`config.mk`:
```
export PLATFORM = sky130hd
export DESIGN_NAME = policy_priority_frontier_core
export DESIGN_NICKNAME = d
export VERILOG_FILES = /design/src/rtl/ppf_pkg.sv /design/src/rtl/policy_priority_frontier_core.sv /design/src/rtl/ppf_ctrl.sv /design/src/rtl/ppf_datapath.sv
export SDC_FILE = /design/constraint.sdc
export NUM_CORES = 2
export LEC_CHECK = 0
export BUFFER_PORTS_ARGS = -buffer_cell sky130_fd_sc_hd__buf_2
export CAP_MARGIN = 20
export CORE_UTILIZATION = 55
export CTS_CLUSTER_SIZE = 40
export DETAILED_ROUTE_END_ITERATION = 10
export PLACE_DENSITY = 0.71
export SLEW_MARGIN = 15
export SYNTH_ARGS = -nofsm -noshare
export SYNTH_HDL_FRONTEND = slang
export SYNTH_SLANG_ARGS = --single-unit
```
`constraint.sdc`:
```
create_clock -name clk_i -period 11.9 [get_ports clk_i]
set_input_delay 1.785 -clock clk_i [delete_from_list [all_inputs] [get_ports clk_i]]
set_output_delay 1.785 -clock clk_i [all_outputs]
set_load 0.01 [all_outputs]
```
`src/rtl/ppf_pkg.sv`:
```
package ppf_pkg;

  // Command codes carried in the opcode field.
  localparam logic [1:0] OP_PUSH = 2'd0;
  localparam logic [1:0] OP_POP  = 2'd1;
  localparam logic [1:0] OP_AGE  = 2'd2;

  // Result status codes.
  localparam logic [1:0] ST_DONE  = 2'd0;
  localparam logic [1:0] ST_FULL  = 2'd1;
  localparam logic [1:0] ST_EMPTY = 2'd2;

  // Selection policy codes.
  localparam logic [1:0] POL_DEPTH    = 2'd0;
  localparam logic [1:0] POL_SEVERITY = 2'd1;
  localparam logic [1:0] POL_LOCALITY = 2'd2;
  localparam logic [1:0] POL_HIER     = 2'd3;

  localparam logic [15:0] AGE_MAX = 16'hFFFF;

  // One stored work item.
  typedef struct packed {
    logic [7:0]  depth;
    logic [7:0]  severity;
    logic [7:0]  locality;
    logic [7:0]  weight;
    logic [15:0] age;
    logic [15:0] id;
  } ppf_entry_t;

  // Input transaction payload.
  typedef struct packed {
    logic [1:0]  opcode;
    logic [7:0]  item_depth;
    logic [7:0]  severity;
    logic [7:0]  locality;
    logic [7:0]  weight;
    logic [15:0] age_in;
    logic [15:0] item_id;
  } ppf_in_t;

  // Output transaction payload.
  typedef struct packed {
    logic [1:0]  status;
    logic [7:0]  out_depth;
    logic [7:0]  out_severity;
    logic [7:0]  out_locality;
    logic [7:0]  out_weight;
    logic [15:0] out_age;
    logic [15:0] out_id;
    logic [6:0]  occupancy;
  } ppf_out_t;

  // Commands from the controller to the datapath.
  typedef struct packed {
    logic       load;
    logic       push;
    logic       scan_start;
    logic       scan;
    logic       age_mode;
    logic       pop_finish;
    logic       set_res;
    logic [1:0] res_code;
    logic       emit;
  } ppf_cmd_t;

  // Status from the datapath to the controller.
  typedef struct packed {
    logic [1:0] op;
    logic       full;
    logic       empty;
    logic       scan_last;
    logic       out_free;
  } ppf_status_t;

  // True when entry a is preferred over entry b under the given policy.
  function automatic logic ppf_wins(ppf_entry_t a, ppf_entry_t b, logic [1:0] pol);
    logic res;
    logic decided;
    res     = 1'b0;
    decided = 1'b0;
    case (pol)
      POL_DEPTH: begin
        if (a.depth != b.depth) begin
          res     = (a.depth < b.depth);
          decided = 1'b1;
        end
      end
      POL_SEVERITY: begin
        if (a.severity != b.severity) begin
          res     = (a.severity > b.severity);
          decided = 1'b1;
        end
      end
      POL_LOCALITY: begin
        if (a.locality != b.locality) begin
          res     = (a.locality > b.locality);
          decided = 1'b1;
        end
      end
      default: begin
        if (a.depth != b.depth) begin
          res     = (a.depth < b.depth);
          decided = 1'b1;
        end else if (a.weight != b.weight) begin
          res     = (a.weight > b.weight);
          decided = 1'b1;
        end else if (a.locality != b.locality) begin
          res     = (a.locality > b.locality);
          decided = 1'b1;
        end
      end
    endcase
    // Remaining ties go to the older entry, then to the smaller id.
    if (!decided) begin
      if (a.age != b.age) begin
        res = (a.age > b.age);
      end else begin
        res = (a.id < b.id);
      end
    end
    return res;
  endfunction

endpackage

```
`src/rtl/policy_priority_frontier_core.sv`:
```
// Sequence: push, refused pop, age of an empty store and the unused opcode go from the load
// through decode straight to emit; pop and age add a scan of the N stored entries in between.
// Throughput: one transaction at a time, the next accepted once the controller is back in idle
// after the result is registered; pop and age take longer with N, as the single read port
// scans one entry per cycle. A stalled result holds off the input.
// Reset clears control, entry count and sets the hierarchical policy; entries need no clearing.
module policy_priority_frontier_core
  import ppf_pkg::*;
#(
  parameter int CAPACITY = 64
) (
  input  logic       clk_i,
  input  logic       rst_ni,
  input  logic       in_valid_i,
  output logic       in_stall_o,
  input  ppf_in_t    in_data_i,
  output logic       out_valid_o,
  input  logic       out_stall_i,
  output ppf_out_t   out_data_o,
  input  logic       cfg_we_i,
  input  logic [1:0] cfg_wdata_i
);

  ppf_cmd_t    cmd;
  ppf_status_t status;

  // Sequencer for each command.
  ppf_ctrl u_ctrl (
    .clk_i      (clk_i),
    .rst_ni     (rst_ni),
    .in_valid_i (in_valid_i),
    .in_stall_o (in_stall_o),
    .status_i   (status),
    .cmd_o      (cmd)
  );

  // Entry store, search and result registers.
  ppf_datapath #(
    .CAPACITY (CAPACITY)
  ) u_datapath (
    .clk_i       (clk_i),
    .rst_ni      (rst_ni),
    .in_data_i   (in_data_i),
    .cfg_we_i    (cfg_we_i),
    .cfg_wdata_i (cfg_wdata_i),
    .cmd_i       (cmd),
    .status_o    (status),
    .out_valid_o (out_valid_o),
    .out_stall_i (out_stall_i),
    .out_data_o  (out_data_o)
  );

endmodule

```
`src/rtl/ppf_ctrl.sv`:
```
module ppf_ctrl
  import ppf_pkg::*;
(
  input  logic        clk_i,
  input  logic        rst_ni,
  input  logic        in_valid_i,
  output logic        in_stall_o,
  input  ppf_status_t status_i,
  output ppf_cmd_t    cmd_o
);

  typedef enum logic [2:0] {
    S_IDLE,
    S_DECODE,
    S_SCAN,
    S_AGE,
    S_EMIT
  } state_e;

  state_e state_q, state_d;

  // New transactions are taken only between commands.
  assign in_stall_o = (state_q != S_IDLE);

  // Next state and command decode.
  always_comb begin
    state_d = state_q;
    cmd_o   = '0;
    case (state_q)
      S_IDLE: begin
        if (in_valid_i) begin
          cmd_o.load = 1'b1;
          state_d    = S_DECODE;
        end
      end
      S_DECODE: begin
        case (status_i.op)
          OP_PUSH: begin
            cmd_o.set_res = 1'b1;
            if (status_i.full) begin
              cmd_o.res_code = ST_FULL;
            end else begin
              cmd_o.push     = 1'b1;
              cmd_o.res_code = ST_DONE;
            end
            state_d = S_EMIT;
          end
          OP_POP: begin
            if (status_i.empty) begin
              cmd_o.set_res  = 1'b1;
              cmd_o.res_code = ST_EMPTY;
              state_d        = S_EMIT;
            end else begin
              cmd_o.scan_start = 1'b1;
              state_d          = S_SCAN;
            end
          end
          OP_AGE: begin
            if (status_i.empty) begin
              cmd_o.set_res  = 1'b1;
              cmd_o.res_code = ST_DONE;
              state_d        = S_EMIT;
            end else begin
              cmd_o.scan_start = 1'b1;
              state_d          = S_AGE;
            end
          end
          default: begin
            cmd_o.set_res  = 1'b1;
            cmd_o.res_code = ST_DONE;
            state_d        = S_EMIT;
          end
        endcase
      end
      S_SCAN: begin
        cmd_o.scan = 1'b1;
        if (status_i.scan_last) begin
          cmd_o.pop_finish = 1'b1;
          state_d          = S_EMIT;
        end
      end
      S_AGE: begin
        cmd_o.scan     = 1'b1;
        cmd_o.age_mode = 1'b1;
        if (status_i.scan_last) begin
          cmd_o.set_res  = 1'b1;
          cmd_o.res_code = ST_DONE;
          state_d        = S_EMIT;
        end
      end
      S_EMIT: begin
        if (status_i.out_free) begin
          cmd_o.emit = 1'b1;
          state_d    = S_IDLE;
        end
      end
      default: begin
        state_d = S_IDLE;
      end
    endcase
  end

  // State register.
  always_ff @(posedge clk_i or negedge rst_ni) begin
    if (!rst_ni) begin
      state_q <= S_IDLE;
    end else begin
      state_q <= state_d;
    end
  end

endmodule

```
`src/rtl/ppf_datapath.sv`:
```
module ppf_datapath
  import ppf_pkg::*;
#(
  parameter int CAPACITY = 64
) (
  input  logic        clk_i,
  input  logic        rst_ni,
  input  ppf_in_t     in_data_i,
  input  logic        cfg_we_i,
  input  logic [1:0]  cfg_wdata_i,
  input  ppf_cmd_t    cmd_i,
  output ppf_status_t status_o,
  output logic        out_valid_o,
  input  logic        out_stall_i,
  output ppf_out_t    out_data_o
);

  localparam int AW = $clog2(CAPACITY);
  localparam int CW = $clog2(CAPACITY + 1);

  // Entry storage: one write port and one registered read port.
  ppf_entry_t mem [CAPACITY];

  logic [1:0]  policy_q;
  ppf_in_t     item_q;
  logic [CW-1:0] count_q, count_d;
  logic [CW-1:0] idx_q, idx_d;
  logic          rd_en;
  logic          rd_vld_q;
  logic [AW-1:0] rd_idx_q;
  ppf_entry_t    rd_data_q;
  ppf_entry_t    best_q, best_d;
  logic [AW-1:0] best_idx_q, best_idx_d;
  logic          scan_last;
  logic          wr_en;
  logic [AW-1:0] wr_addr;
  ppf_entry_t    wr_data;
  ppf_entry_t    push_entry;
  ppf_entry_t    aged_entry;
  logic [1:0]    res_status_q;
  ppf_entry_t    res_item_q;
  ppf_out_t      out_q;
  logic          out_vld_q;

  // Policy register.
  always_ff @(posedge clk_i or negedge rst_ni) begin
    if (!rst_ni) begin
      policy_q <= POL_HIER;
    end else if (cfg_we_i) begin
      policy_q <= cfg_wdata_i;
    end
  end

  // Capture of the accepted transaction.
  always_ff @(posedge clk_i) begin
    if (cmd_i.load) begin
      item_q <= in_data_i;
    end
  end

  assign push_entry = '{depth:    item_q.item_depth,
                        severity: item_q.severity,
                        locality: item_q.locality,
                        weight:   item_q.weight,
                        age:      item_q.age_in,
                        id:       item_q.item_id};

  // Scan address issue: one read per cycle until every stored entry is read.
  assign rd_en = cmd_i.scan && (idx_q < count_q);
  assign idx_d = cmd_i.scan_start ? '0 : (rd_en ? idx_q + CW'(1) : idx_q);
  assign scan_last = rd_vld_q && (CW'(rd_idx_q) == count_q - CW'(1));

  // Best entry so far; the first entry read seeds the search.
  always_comb begin
    best_d     = best_q;
    best_idx_d = best_idx_q;
    if (rd_vld_q && ((rd_idx_q == '0) || ppf_wins(rd_data_q, best_q, policy_q))) begin
      best_d     = rd_data_q;
      best_idx_d = rd_idx_q;
    end
  end

  // Saturating age step for the entry just read.
  always_comb begin
    aged_entry = rd_data_q;
    if (rd_data_q.age != AGE_MAX) begin
      aged_entry.age = rd_data_q.age + 16'd1;
    end
  end

  // Write port selection: push, refill of the freed slot, or age update.
  always_comb begin
    wr_en   = 1'b0;
    wr_addr = rd_idx_q;
    wr_data = aged_entry;
    if (cmd_i.push) begin
      wr_en   = 1'b1;
      wr_addr = count_q[AW-1:0];
      wr_data = push_entry;
    end else if (cmd_i.pop_finish) begin
      // The last read is the last entry; it moves into the winner's slot.
      wr_en   = 1'b1;
      wr_addr = best_idx_d;
      wr_data = rd_data_q;
    end else if (cmd_i.scan && cmd_i.age_mode && rd_vld_q) begin
      wr_en = 1'b1;
    end
  end

  // Entry count.
  always_comb begin
    count_d = count_q;
    if (cmd_i.push) begin
      count_d = count_q + CW'(1);
    end else if (cmd_i.pop_finish) begin
      count_d = count_q - CW'(1);
    end
  end

  always_ff @(posedge clk_i or negedge rst_ni) begin
    if (!rst_ni) begin
      count_q  <= '0;
      idx_q    <= '0;
      rd_vld_q <= 1'b0;
    end else begin
      count_q  <= count_d;
      idx_q    <= idx_d;
      rd_vld_q <= rd_en;
    end
  end

  // Memory array.
  always_ff @(posedge clk_i) begin
    if (wr_en) begin
      mem[wr_addr] <= wr_data;
    end
  end

  always_ff @(posedge clk_i) begin
    if (rd_en) begin
      rd_data_q <= mem[idx_q[AW-1:0]];
      rd_idx_q  <= idx_q[AW-1:0];
    end
  end

  // Search registers.
  always_ff @(posedge clk_i) begin
    best_q     <= best_d;
    best_idx_q <= best_idx_d;
  end

  // Pending result of the current command.
  always_ff @(posedge clk_i) begin
    if (cmd_i.pop_finish) begin
      res_status_q <= ST_DONE;
      res_item_q   <= best_d;
    end else if (cmd_i.set_res) begin
      res_status_q <= cmd_i.res_code;
      res_item_q   <= '0;
    end
  end

  // Output register: holds a finished transaction until it is taken.
  always_ff @(posedge clk_i or negedge rst_ni) begin
    if (!rst_ni) begin
      out_vld_q <= 1'b0;
    end else if (cmd_i.emit) begin
      out_vld_q <= 1'b1;
    end else if (!out_stall_i) begin
      out_vld_q <= 1'b0;
    end
  end

  always_ff @(posedge clk_i) begin
    if (cmd_i.emit) begin
      out_q <= '{status:       res_status_q,
                 out_depth:    res_item_q.depth,
                 out_severity: res_item_q.severity,
                 out_locality: res_item_q.locality,
                 out_weight:   res_item_q.weight,
                 out_age:      res_item_q.age,
                 out_id:       res_item_q.id,
                 occupancy:    7'(count_q)};
    end
  end

  assign out_valid_o = out_vld_q;
  assign out_data_o  = out_q;

  // Status towards the controller.
  assign status_o = '{op:        item_q.opcode,
                      full:      (count_q == CW'(CAPACITY)),
                      empty:     (count_q == '0),
                      scan_last: scan_last,
                      out_free:  (!out_vld_q || !out_stall_i)};

`ifndef NO_ASSERTIONS
  assert property (@(posedge clk_i) disable iff (!rst_ni)
    count_q <= CW'(CAPACITY))
    else $error("Entry count exceeds capacity.");

  assert property (@(posedge clk_i) disable iff (!rst_ni)
    cmd_i.push |-> (count_q != CW'(CAPACITY)))
    else $error("Push written into a full store.");

  assert property (@(posedge clk_i) disable iff (!rst_ni)
    cmd_i.pop_finish |-> (rd_vld_q && (count_q != '0)))
    else $error("Pop completed without a valid scan result.");
`endif

endmodule
```
Yosys cells after proc, flatten, opt, wreduce, memory -nomap -nowiden
Memories as Yosys holds them, arrays and structs flattened. A register that Yosys moved wholly into a read port is not among the register bits.
Index checks and enable logic that the tools add are counted.
- bits in writable memories: 4096
- input port bits: 73
- output and inout bits: 75
- register bits after elaboration: 302
- memories: 1
- memory list (name ; depth ; bits a word ; rd ports ; clocked after Yosys merged registers in ; write ports ; RTL line ; source):
    u_datapath.mem ; 64 ; 64 ; 1 ; 1 ; 1 ; ppf_datapath.sv:22 ; ppf_entry_t mem [CAPACITY];
- $add $sub $neg: 4
- order comparisons: 7
- reductions and logical operators: 21
- multiplexer cells: 60
- equality and inequality tests: 20
- operator list (kind ; count):
    64-bit 2-to-1 mux ; 4
    1-bit 2-to-1 mux ; 32
    32-bit 2-to-1 mux ; 1
    8-bit != test ; 4
    7-bit 2-to-1 mux ; 4
    8-bit > comparator ; 3
    3-bit 2-to-1 mux ; 8
    6-bit 2-to-1 mux ; 3
    16-bit by 1-bit adder with 16-bit output (second input constant) ; 1
    16-bit > comparator ; 1
    16-bit < comparator ; 1
    16-bit 2-to-1 mux ; 1
    16-bit != test ; 1
    16-bit != test (second input constant) ; 1
    7-bit by 1-bit adder with 7-bit output (second input constant) ; 2
    3-bit case mux with 2 select lines ; 2
    3-bit case mux with 4 select lines ; 1
    3-bit case mux with 3 select lines ; 1
    8-bit < comparator ; 1
    6-bit by 7-bit == test with 1-bit output ; 1
    7-bit == test (second input constant) ; 1
    7-bit logical NOT ; 1
    7-bit < comparator ; 1
    7-bit by 1-bit subtractor with 7-bit output (second input constant) ; 1
    19 further kinds ; 35

Longest topological paths before layout
- depth in word-level cells: 11
- depth in mapped cells: 14
- gate-level depth less buffers: 12

By module
From an unflattened synthesis, not the netlist that was laid out.
- cells, all modules: 6990
- area, all modules: 170220.8 µm²
- modules (own cells, without submodules) (module ; instances ; sequential area each (µm²) ; area an instance (µm²) ; cells an instance):
    ppf_datapath ; 1 ; 133090.1 ; 169895.4 ; 6952
    ppf_ctrl ; 1 ; 75.1 ; 325.3 ; 38

Worst setup path before layout
OpenSTA, ideal clock, no wires.
- kind: flip-flop to flip-flop
- from: register u_datapath.count_q[1]
- to: register u_datapath.idx_q[4]
- arrival time: 8.199 ns
- stages on the path, launching flop included: 12
- path slack: 3.628 ns
- buffers on the path: 0
- library setup time: 0.073 ns
- clock period less this slack: 8.272 ns
- cell sequence: dfrtp_1 inv_1 ha_1 a21o_1 a21o_1 a21o_1 a21o_1 a21o_1 a211oi_1 nand4_1 xor2_1 nor2_1
- RTL lines (item ; RTL line ; source):
    from (decl) ; ppf_datapath.sv:26 ; logic [CW-1:0] count_q, count_d;
    from (signal assigned) ; ppf_datapath.sv:126 ; count_q <= count_d;
    7-bit < comparator ; ppf_datapath.sv:69 ; assign rd_en = cmd_i.scan && (idx_q < count_q);
    1-bit logical AND ; ppf_datapath.sv:69 ;
    net u_datapath.rd_en ; ppf_datapath.sv:28 ; logic rd_en;
    2-bit nonzero test (no source line) ; - ;
    to (signal assigned) ; ppf_datapath.sv:127 ; idx_q <= idx_d;
    to (decl) ; ppf_datapath.sv:27 ; logic [CW-1:0] idx_q, idx_d;
The timed path passes the listed nets, and every way through them passes these cells.
A chain may end at the register's enable or synchronous reset.

Worst setup path after layout
- from: register u_datapath.rd_data_q[28] (netlist name)
- to: memory u_datapath.mem[59][2] in the netlist's numbering (enable)
- cells in the longest elaborated chain, start to end: 8
- RTL lines (item ; RTL line ; source):
    16-bit > comparator / 16-bit != test (equally long branches) ; ppf_pkg.sv:117, ppf_pkg.sv:116 ;
    1-bit 2-to-1 mux (*) ; ppf_pkg.sv:116 ; if (a.age != b.age) begin
    1-bit 2-to-1 mux (*) ; ppf_pkg.sv:115 ; if (!decided) begin
    1-bit logical OR (*) ; ppf_datapath.sv:77 ; if (rd_vld_q && ((rd_idx_q == '0) || ppf_wins(rd_data_q, best_q, policy_q))) begin
    1-bit logical AND (*) ; ppf_datapath.sv:77 ;
    6-bit 2-to-1 mux (*) ; ppf_datapath.sv:77 ;
    6-bit 2-to-1 mux (*) ; ppf_datapath.sv:100 ; end else if (cmd_i.pop_finish) begin
    6-bit 2-to-1 mux (*) ; ppf_datapath.sv:96 ; if (cmd_i.push) begin
    to (decl) ; ppf_datapath.sv:22 ;
Mark *: on every way between the ends. The rest lies on a longest branch, timed or not.

==> impl_metrics.ini <==
[pwr]
internal_power_mw = 31.8
power_density_nw_per_um2 = 235
peakVddDrop_uv = 176
p_sw_frac = 0.294
seq_power_share = 0.453
p_sw_mw = 13.3
finalPower_mw = 45.1
clock_power_share = 0.301
combPwrFrac = 0.246
leakagePower_nw = 59.2

[timing]
smallest_setup_slack_after_layout_ns = 4.08
min_period_ns = 7.82
finalCritPeriodShare = 0.657
final_skew_ns = 0.0486
setup-tns-final_ns = 0
final-setup-viol-count = 0
worst_slew_pin_slew_ns = 1.16
unrepaired_setup_endpoints_after_global_routing = no
timing.final.hold_violations = 0
drv_slew = 0
relSlewSlack = 0.223
maxClockFrequency_mhz = 128
hold_ws_ns = 0.404

[final_layout]
final_util = 0.625
layout.cells.non_filler = 12000
post_route_cells_drive_above_1_share = 0.323
finish.net_count = 7638
multi_input_area_um2 = 36200
layout.filler_cells = 20000
flow.area_growth_from_synthesis_pct = 12.6
layout.area.seq_um2 = 133000
final_cell_area_um2 = 192000

[route]
antenna_violating_nets_post_route = 0
detailedRoute.firstIterationViolations = 11000
wl_per_cell_um = 36.6
routed_via_density = 6.70
detail_route.drc_violations = 0
routed-via-count = 80200
firstDrtPassIters = 5
drt_wl_total_mm = 438

[synthesis]
synth-edff-count = 4369
ys_dominant_reg_cell = sky130_fd_sc_hd__edfxtp_1
postSynthAreaPerCell_um2 = 24.3
post_synth_xor_area_fraction = 0.00159
post-synth-top-count-cell = sky130_fd_sc_hd__edfxtp_1
synth_compound_gate_area_share = 0.00551
synth_fa_ha_area_frac = 0.00566
ys_top_cells_by_area = sky130_fd_sc_hd__edfxtp_1, sky130_fd_sc_hd__mux4_2, sky130_fd_sc_hd__dfxtp_1
number_of_distinct_library_cells_after_synthesis = 74
mappedNetlistArea_um2 = 170000
synth_commonest_cells = sky130_fd_sc_hd__edfxtp_1, sky130_fd_sc_hd__mux4_2, sky130_fd_sc_hd__clkbuf_1
postSynthNetCount = 7148
yosys_register_bits = 4462
post_synth_and_or_nand_nor_area_fraction = 0.0135
yosysTopAreaCellShare = 0.771
syn_inst = 6998
async_reset_ff_frac = 0.00471
dominant_combinational_cell_family_by_area_after_synthesis = multiplexers
synth_warnings = 0
yosys.area.top_type = sky130_fd_sc_hd__edfxtp_1
synth_mux_area_frac = 0.182
yosysSeqAreaShare = 0.782

[global_routing]
grt_start_max_net_pins = 141
congestion_overflow_gr = 0
gr-usage-all-layers = 0.284
first_global_vias = 80600
grt_first_pass_wirelength_mm = 615
number_of_antenna_violations_at_the_first_check_in_global_routing = 34

[floorplanning]
fp.dieH_um = 558
starting_density = 0.555
i_o_pins = 148
floorplan.rows = 203
die_w_um = 558
dieArea_um2 = 312000
core_region_area_um2 = 307000

[cts]
hold_buffers = 0
cts.reportedPaths.clkPinSlew_ns = 0.06
cts_resized = 0
numCtsBuffers = 434
clock_sinks = 4462
insertion_delay_ns = 0.98
cts_root_buffer_type = sky130_fd_sc_hd__clkbuf_16
postCtsSetupRepairBufs = 0
clk_path_buf_depth = 4
ctsHtreeMaxLevel = 5
clock_tree_from_tritoncts = yes

[setup_path]
worstPathRequired_ns = 12.48
crit_path_start_kind = flip-flop
reg2reg_slack_ns = 4.08
timing_worst_setup_path_type = flip-flop to flip-flop
worst_setup_path_end_kind = flip-flop
critical_path.max_fanout = 27
timing.critical_path.arrival_ns = 8.40

[placement]
place_worst_setup_slack_ns = 4.27
port_buffers = 147
place_hpwl_mm = 251
placed_cell_area_um2 = 178000
gp_congestion = 0.853
placedCellCount = 11100

[run_status]
status = complete, no violations

[run]
drv.max_cap_violation_count = 0

[worst_hold_path]
holdCritPathClass = flip-flop to flip-flop
-- area by class of cell --
| class | count | area share |
|---|---|---|
| inverters | 82 | 0.00161 |
| flip-flops and latches | 4462 | 0.695 |
| repair buffers | 393 | 0.0149 |
| clock inverters | 278 | 0.0137 |
| clock buffers | 531 | 0.0594 |
| well taps | 4100 | 0.0268 |
| diodes | 8 | 0.000104 |
| multi-input cells | 2115 | 0.189 |
-- registers in the layout, indices dropped and copies added, names as in the netlist --
signal and flops:
u_ctrl.state_q 3, u_datapath.aged_entry 48, u_datapath.best_idx_q 6, u_datapath.best_q 64
u_datapath.count_q 7, u_datapath.idx_q 7, u_datapath.item_q 64, u_datapath.mem 4096
u_datapath.out_data_o 73, u_datapath.out_valid_o 1, u_datapath.policy_q 2, u_datapath.rd_data_q 16
u_datapath.rd_idx_q 6, u_datapath.rd_vld_q 1, u_datapath.res_item_q 64, u_datapath.res_status_q 2
u_datapath.status_o 2
-- power groups by stage --
| stage | clock network (mW) | registers, mW | logic [mW] |
|---|---|---|---|
| floorplan | 0 | 20.8 | 6.74 |
| global placement | 0 | 20.7 | 10.9 |
| detailed placement | 0 | 20.7 | 11.1 |
| CTS | 13.7 | 20.4 | 11.1 |
| global route | 14.3 | 20.5 | 11.6 |
| finish | 13.6 | 20.4 | 11.1 |
-- kinds of logic after synthesis --
family / Yosys count
adder cells (fa/ha/maj): 77
buffers and inverters: 421
flip-flops: 4462
AO/OA/AOI/OAI: 135
AND/OR/NAND/NOR: 461
XOR/XNOR: 31
multiplexers: 1411
-- worst max-delay path, cell delays in order, from the launching register on --
cell and delay [ns]:
sky130_fd_sc_hd__edfxtp_1 0.49, sky130_fd_sc_hd__ha_1 0.33, sky130_fd_sc_hd__nand4_1 0.17, sky130_fd_sc_hd__nor4_2 0.98, sky130_fd_sc_hd__a32oi_1 0.50, sky130_fd_sc_hd__a32o_1 0.40
sky130_fd_sc_hd__a31oi_2 0.61, sky130_fd_sc_hd__nand4_1 0.37, sky130_fd_sc_hd__o211ai_4 0.27, sky130_fd_sc_hd__a221o_1 0.40, sky130_fd_sc_hd__nand3_1 0.58, sky130_fd_sc_hd__nor2b_4 1.07
sky130_fd_sc_hd__buf_4 0.56, sky130_fd_sc_hd__buf_4 0.56
-- cell usage in the layout, fill, tap and decap left out, types with 13 or more instances in the layout --
cell type	netlist	routed
sky130_fd_sc_hd__a21oi_1	28	27
sky130_fd_sc_hd__and2_1	67	66
sky130_fd_sc_hd__and3_1	14	14
sky130_fd_sc_hd__buf_12	0	18
sky130_fd_sc_hd__buf_2	4	147
sky130_fd_sc_hd__buf_4	0	222
sky130_fd_sc_hd__bufinv_16	0	40
sky130_fd_sc_hd__clkbuf_1	242	89
sky130_fd_sc_hd__clkbuf_16	0	442
sky130_fd_sc_hd__clkinv_1	0	101
sky130_fd_sc_hd__clkinv_2	0	95
sky130_fd_sc_hd__dfrtp_1	19	13
sky130_fd_sc_hd__dfxtp_1	72	72
sky130_fd_sc_hd__edfxtp_1	4369	4369
sky130_fd_sc_hd__ha_1	77	77
sky130_fd_sc_hd__inv_1	82	82
sky130_fd_sc_hd__mux2_2	65	65
sky130_fd_sc_hd__mux4_2	1344	1344
sky130_fd_sc_hd__nand2_1	189	186
sky130_fd_sc_hd__nand3_1	25	25
sky130_fd_sc_hd__nand4_1	17	17
sky130_fd_sc_hd__nor2_1	59	30
sky130_fd_sc_hd__nor2_4	0	28
sky130_fd_sc_hd__nor2b_4	0	24
sky130_fd_sc_hd__nor3_1	26	14
sky130_fd_sc_hd__nor3_2	2	13
sky130_fd_sc_hd__o21ai_0	45	27
sky130_fd_sc_hd__o21ai_4	0	17
sky130_fd_sc_hd__xnor2_1	15	15
sky130_fd_sc_hd__xor2_1	16	16
-- routing by layer --
| layer | vias to the layer above | GRT usage | share of wire |
|---|---|---|---|
| li1 | 31000 | - | - |
| met1 | 43300 | 0.390 | 0.37 |
| met2 | 5159 | 0.450 | 0.48 |
| met3 | 754 | 0.0649 | 0.11 |
| met4 | 10 | 0.104 | 0.042 |
| met5 | - | 0 | 0.00015 |
-- final timing paths --
path                                           startpoint                         to  cells after the start
worst max-delay path             u_datapath.rd_data_q[28]      u_datapath.mem[59][2]                     13
worst min-delay path            u_datapath.res_item_q[11]  u_datapath.out_data_o[18]                      0
worst max register to register   u_datapath.rd_data_q[28]      u_datapath.mem[59][2]                     13
worst min register to register  u_datapath.res_item_q[11]  u_datapath.out_data_o[18]                      0
max in group asynchronous                          rst_ni        u_datapath.idx_q[5]                      1
min in group asynchronous                          rst_ni          u_ctrl.state_q[1]                      1
Note: power is estimated with default switching activity, not from simulation.
